### src/rtl/assert_macros.svh
// assertion macros used by the rtl top level
// no dependencies
`ifndef ASSERT_MACROS_SVH
`define ASSERT_MACROS_SVH
// check a property on every rising clock edge, disabled while in reset
`define ASSERT_CLK(lbl, clk, rstn, prop, msg) \
  lbl: assert property (@(posedge clk) disable iff (!rstn) (prop)) else $error(msg);
`endif

### src/rtl/smpd_pkg.sv
// shared types and constants of the move planner
// no dependencies
package smpd_pkg;
  localparam int unsigned NumCfg = 8;
  localparam int unsigned CfgIdxW = 3;
  localparam int unsigned CfgDataW = 24;
  localparam logic [30:0] StepMax = 31'h7fffffff;

  typedef enum logic [2:0] {
    CfgSpuX = 3'd0, CfgSpuY = 3'd1, CfgSpuZ = 3'd2, CfgMinRate = 3'd3,
    CfgMaxRate = 3'd4, CfgMinSpin = 3'd5, CfgMaxSpin = 3'd6, CfgShortLim = 3'd7
  } cfg_idx_e;

  typedef enum logic [1:0] {
    StQueued = 2'd0, StDropped = 2'd1, StFull = 2'd2, StDispatched = 2'd3
  } status_e;

  typedef enum logic [2:0] {
    McNone = 3'd0, McToolOn = 3'd1, McToolOff = 3'd2, McOther = 3'd3,
    McComment = 3'd4, McEnd = 3'd5, McSpare6 = 3'd6, McSpare7 = 3'd7
  } mcode_e;

  typedef enum logic [2:0] {
    FsmIdle, FsmMul, FsmDelta, FsmDecide, FsmRead, FsmDisp, FsmOut
  } fsm_e;

  // one queued block minus its step counts
  typedef struct packed {
    logic [15:0] rate;
    logic [15:0] spin;
    logic [2:0]  kind;
    logic [2:0]  dir;
  } info_t;
endpackage

### src/rtl/smpd_scale.sv
// per-axis scaling of a Q16.16 target by Q16.8 steps per unit, rounded
// depends on smpd_pkg; multiply with a registered product
module smpd_scale (
  input  logic        clk_i,
  input  logic        start_i,
  input  logic [31:0] target_i,
  input  logic [23:0] spu_i,
  output logic signed [40:0] tgt_o
);
  import smpd_pkg::*;
  logic        neg_q;
  logic [55:0] prod_q;
  logic [31:0] mag;
  logic [32:0] q;

  // magnitude of the target
  assign mag = target_i[31] ? (32'd0 - target_i) : target_i;

  // registered product
  always_ff @(posedge clk_i) begin
    if (start_i) begin
      prod_q <= mag * spu_i;
      neg_q  <= target_i[31];
    end
  end

  // round half away from zero
  assign q = 33'((prod_q + 56'h800000) >> 24);
  assign tgt_o = neg_q ? (41'sd0 - $signed({8'd0, q})) : $signed({8'd0, q});
endmodule

### config.mk
export PLATFORM = sky130hd
export DESIGN_NAME = smpd_scale
export DESIGN_NICKNAME = d
export VERILOG_FILES = /design/src/rtl/assert_macros.svh /design/src/rtl/smpd_pkg.sv /design/src/rtl/smpd_scale.sv
export SDC_FILE = /design/constraint.sdc
export NUM_CORES = 2
export LEC_CHECK = 0
export BUFFER_PORTS_ARGS = -buffer_cell sky130_fd_sc_hd__buf_2
export CAP_MARGIN = 15
export CORE_MARGIN = 2
export CORE_UTILIZATION = 30
export DETAILED_ROUTE_END_ITERATION = 12
export HOLD_SLACK_MARGIN = 0.06
export PLACE_DENSITY_LB_ADDON = 0.05
export SLEW_MARGIN = 40
export SYNTH_ARGS = -nofsm -noshare
export SYNTH_HDL_FRONTEND = slang
export SYNTH_SLANG_ARGS = --single-unit
### constraint.sdc
create_clock -name clk_i -period 29.2 [get_ports clk_i]
set_input_delay 4.38 -clock clk_i [delete_from_list [all_inputs] [get_ports clk_i]]
set_output_delay 4.38 -clock clk_i [all_outputs]
set_load 0.05 [all_outputs]
==> results.md <==
* Status: finished, final reports clean
* Minimum period implied by the final worst setup slack at 14610 ps
* Final ANT Viol Nets at 0
* Overflow left after global routing at 0
* Clock tree from TritonCTS: done
* Max Fclk at 68.4 MHz
* Final HPWL DP at 72000 um
* Distinct cell type count after synthesis at 62
* Number of top-level pins at 99
* Met3 global-route usage at 0.0207
* Top cell type's share of synthesized area at 0.481
* Setup tns final at 0 ps
* Post-cts hold buffer count at 0
* Total buffers and inverters traversed by the critical path at 6
* Number of DRC markers in iteration 0 at 1086
* Nature of the critical path endpoint: flop
* Critical path required time at 29220 ps
* Yosys Warn Count at 0
* Cells after Synth at 3117
* Master cell of the clock root buffer: sky130_fd_sc_hd__clkbuf_16
* RSZ-0062 raised after global routing: false
* Max_cap viols at 0
* Count of H-tree levels built during CTS at 2
* Arrival time of data at the critical path endpoint at 14640 ps
* Synthesis-to-layout area growth at 8.68%
* Max-slew headroom at the worst pin at 0.466
* Vias per std cell at 4.80
* IO buf count at 98
* Clk slew on worst S/H paths at 50 ps
* Critical path fanouts, max at 24
* Initial cell density of the core at 0.303
* Final weighted congestion in routability-driven placement at 0.835
* Proportion of synthesized chip area in sequential cells at 0.0374
* Setup-failing EPs final at 0
* Clk sinks at 34
* Transition time at the pin with the least slew margin at 790 ps
* Pin count of the biggest net entering global routing at 35
* CTS resizes at 0
* Adder and majority gate portion of the synthesized area at 0.564
* Number of nets in the layout at 4006
* Class of the most critical setup path: input port to flop
* Final count of hold timing violations at 0
* Wire length of the first global-routing pass at 147000 um
* Largest cells by area after synthesis: sky130_fd_sc_hd__fa_1 48%, sky130_fd_sc_hd__inv_1 9.8%, sky130_fd_sc_hd__ha_1 8.3%
* Total number of vias at 20.6k
* Design area at 29700 um^2
* Number of buffers added by the clock tree synthesis step at 5
* Die span in x at 306 um
* Asr flop ratio synth at 0
* XOR/XNOR Fraction of Synth Area at 0.0397
* Worst hold path depth at 1
* Core area at 90100 um^2
* Dominant combinational cell family by area after synthesis: adder cells
* Avg Inst Size Synth at 8.77 um^2
* Number of flip-flops and latches in the synthesized netlist at 34
* Crit-path max cell delay at 650 ps
* Share of layout cells above drive strength 1 at 0.0649
* Routed wire length at 95700 um
* Initial antenna violation count at 5
* Standard cell with the maximum stage delay on the critical path: sky130_fd_sc_hd__fa_1
* Basic-gate share of the synthesized area counting and, or, nand and nor cells at 0.189
* Layer with the highest usage after global routing: met2
* Post-route DRC at 0
* Share of the cycle needed by the critical path after routing at 0.500
* CP startpoint kind: input port
* Die Height at 306 um
* Overall die area at 93500 um^2
* Cell occurring most often along the worst timing path: sky130_fd_sc_hd__fa_1
* CP top delay family: adder cells
* Post-CTS Setup Repair Bufs at 0
* Mux cell area share after synthesis at 0.00110
* Vias in the first global route at 22.8k
* Number of nets in the synthesized netlist at 4013
* Critical path depth in cells at 34
* Dominant cell by count in the synthesized netlist: sky130_fd_sc_hd__inv_1
* GRT met2 Usage at 0.343
* Initial DRT Pass Iterations at 7
* Standard-cell row count at 110
* Placed inst area at 29500 um^2
* Cell area after synthesis at 27300 um^2
* Min-delay worst type: input port to flop
* GRT Overall Usage at 0.209
* Synth Flop Type: sky130_fd_sc_hd__edfxtp_1
* Complex-gate fraction of the synthesized area at 0.0462
* WL/cell at 22.3 um
* GR Util met1 at 0.304
* Maximum number of buffers from clock root to sink at 2
* Cell type with the highest aggregate area in the netlist: sky130_fd_sc_hd__fa_1
* Fin. max-slew vios at 0
* Number of synthesized flops with an enable pin at 34
* Most numerous cell types in the synthesized netlist: 716 x sky130_fd_sc_hd__inv_1, 657 x sky130_fd_sc_hd__fa_1, 476 x sky130_fd_sc_hd__nand2_1
[registers in the layout (all words and copies together), names as in the netlist]
| register | cells |
|---|---|
| neg_q | 1 |
| prod_q | 33 |
[kinds of logic after synthesis]
| family | Yosys count |
|---|---|
| AO/OA/AOI/OAI | 201 |
| XOR/XNOR | 124 |
| adder cells (fa/ha/maj) | 838 |
| buffers and inverters | 881 |
| flip-flops | 34 |
| multiplexers | 3 |
| AND/OR/NAND/NOR | 1036 |
[worst paths after layout]
kind	start	end
worst max-delay path	target_i[7]	prod_q[54]
worst min-delay path	target_i[31]	neg_q
[through the flow]
stage          worst slack (ps)  utilization  instances  hold slack [ps]
2_1_floorplan             15510            -       3117             4480
3_3_place_gp              14440        0.326       4272             4990
3_5_place_dp              14340        0.328       4279             5010
4_1_cts                   14600        0.329       4287             4720
5_1_grt                   14010        0.329       4287             4620
6_report                  14590        0.330       4291             4600
[metal layers]
layer / wire [um] / vias up / share of wire
li1: - / 9145 / -
met1: 45500 / 10958 / 0.48
met2: 44500 / 434 / 0.47
met3: 4370 / 63 / 0.046
met4: 1300 / 0 / 0.014
met5: 0 / - / 0
[final cells by class]
type / instances / area, um^2
fillers: 9486 / 60400
multi-input cells: 2202 / 23400
inverters: 716 / 2690
well taps: 1176 / 1470
flip-flops and latches: 34 / 1020
repair buffers: 151 / 983
clock buffers: 5 / 125
clock inverters: 3 / 16.3
diodes: 4 / 10.0
[placed cells by master (no fill, tap or decap), types with 4 or more instances in the layout]
cell type                     n
sky130_fd_sc_hd__inv_1      716
sky130_fd_sc_hd__fa_1       657
sky130_fd_sc_hd__nand2_1    476
sky130_fd_sc_hd__and2_1     352
sky130_fd_sc_hd__ha_1       181
sky130_fd_sc_hd__buf_2       88
sky130_fd_sc_hd__xnor2_1     67
sky130_fd_sc_hd__a21oi_1     61
sky130_fd_sc_hd__buf_4       56
sky130_fd_sc_hd__nor2_1      54
sky130_fd_sc_hd__o21ai_0     52
sky130_fd_sc_hd__nand3_1     39
sky130_fd_sc_hd__edfxtp_1    34
sky130_fd_sc_hd__xor2_1      28
sky130_fd_sc_hd__nor2b_1     19
sky130_fd_sc_hd__xnor2_4     17
sky130_fd_sc_hd__nand4_1     17
sky130_fd_sc_hd__a21o_1      16
sky130_fd_sc_hd__nor3_1      16
sky130_fd_sc_hd__and3_1      15
sky130_fd_sc_hd__o31ai_1     13
sky130_fd_sc_hd__xnor2_2     12
sky130_fd_sc_hd__or3_1       11
sky130_fd_sc_hd__nand2b_1     9
sky130_fd_sc_hd__o211ai_1     9
sky130_fd_sc_hd__nor4_1       6
sky130_fd_sc_hd__a31oi_1      6
sky130_fd_sc_hd__a211oi_1     5
sky130_fd_sc_hd__clkbuf_16    5
sky130_fd_sc_hd__buf_8        5
sky130_fd_sc_hd__diode_2      4
sky130_fd_sc_hd__o21bai_1     4
sky130_fd_sc_hd__nor4b_1      4
sky130_fd_sc_hd__o21a_1       4
Power is not shown: default switching activity piles up to over one toggle a cycle in this logic, so the estimate is an artifact.
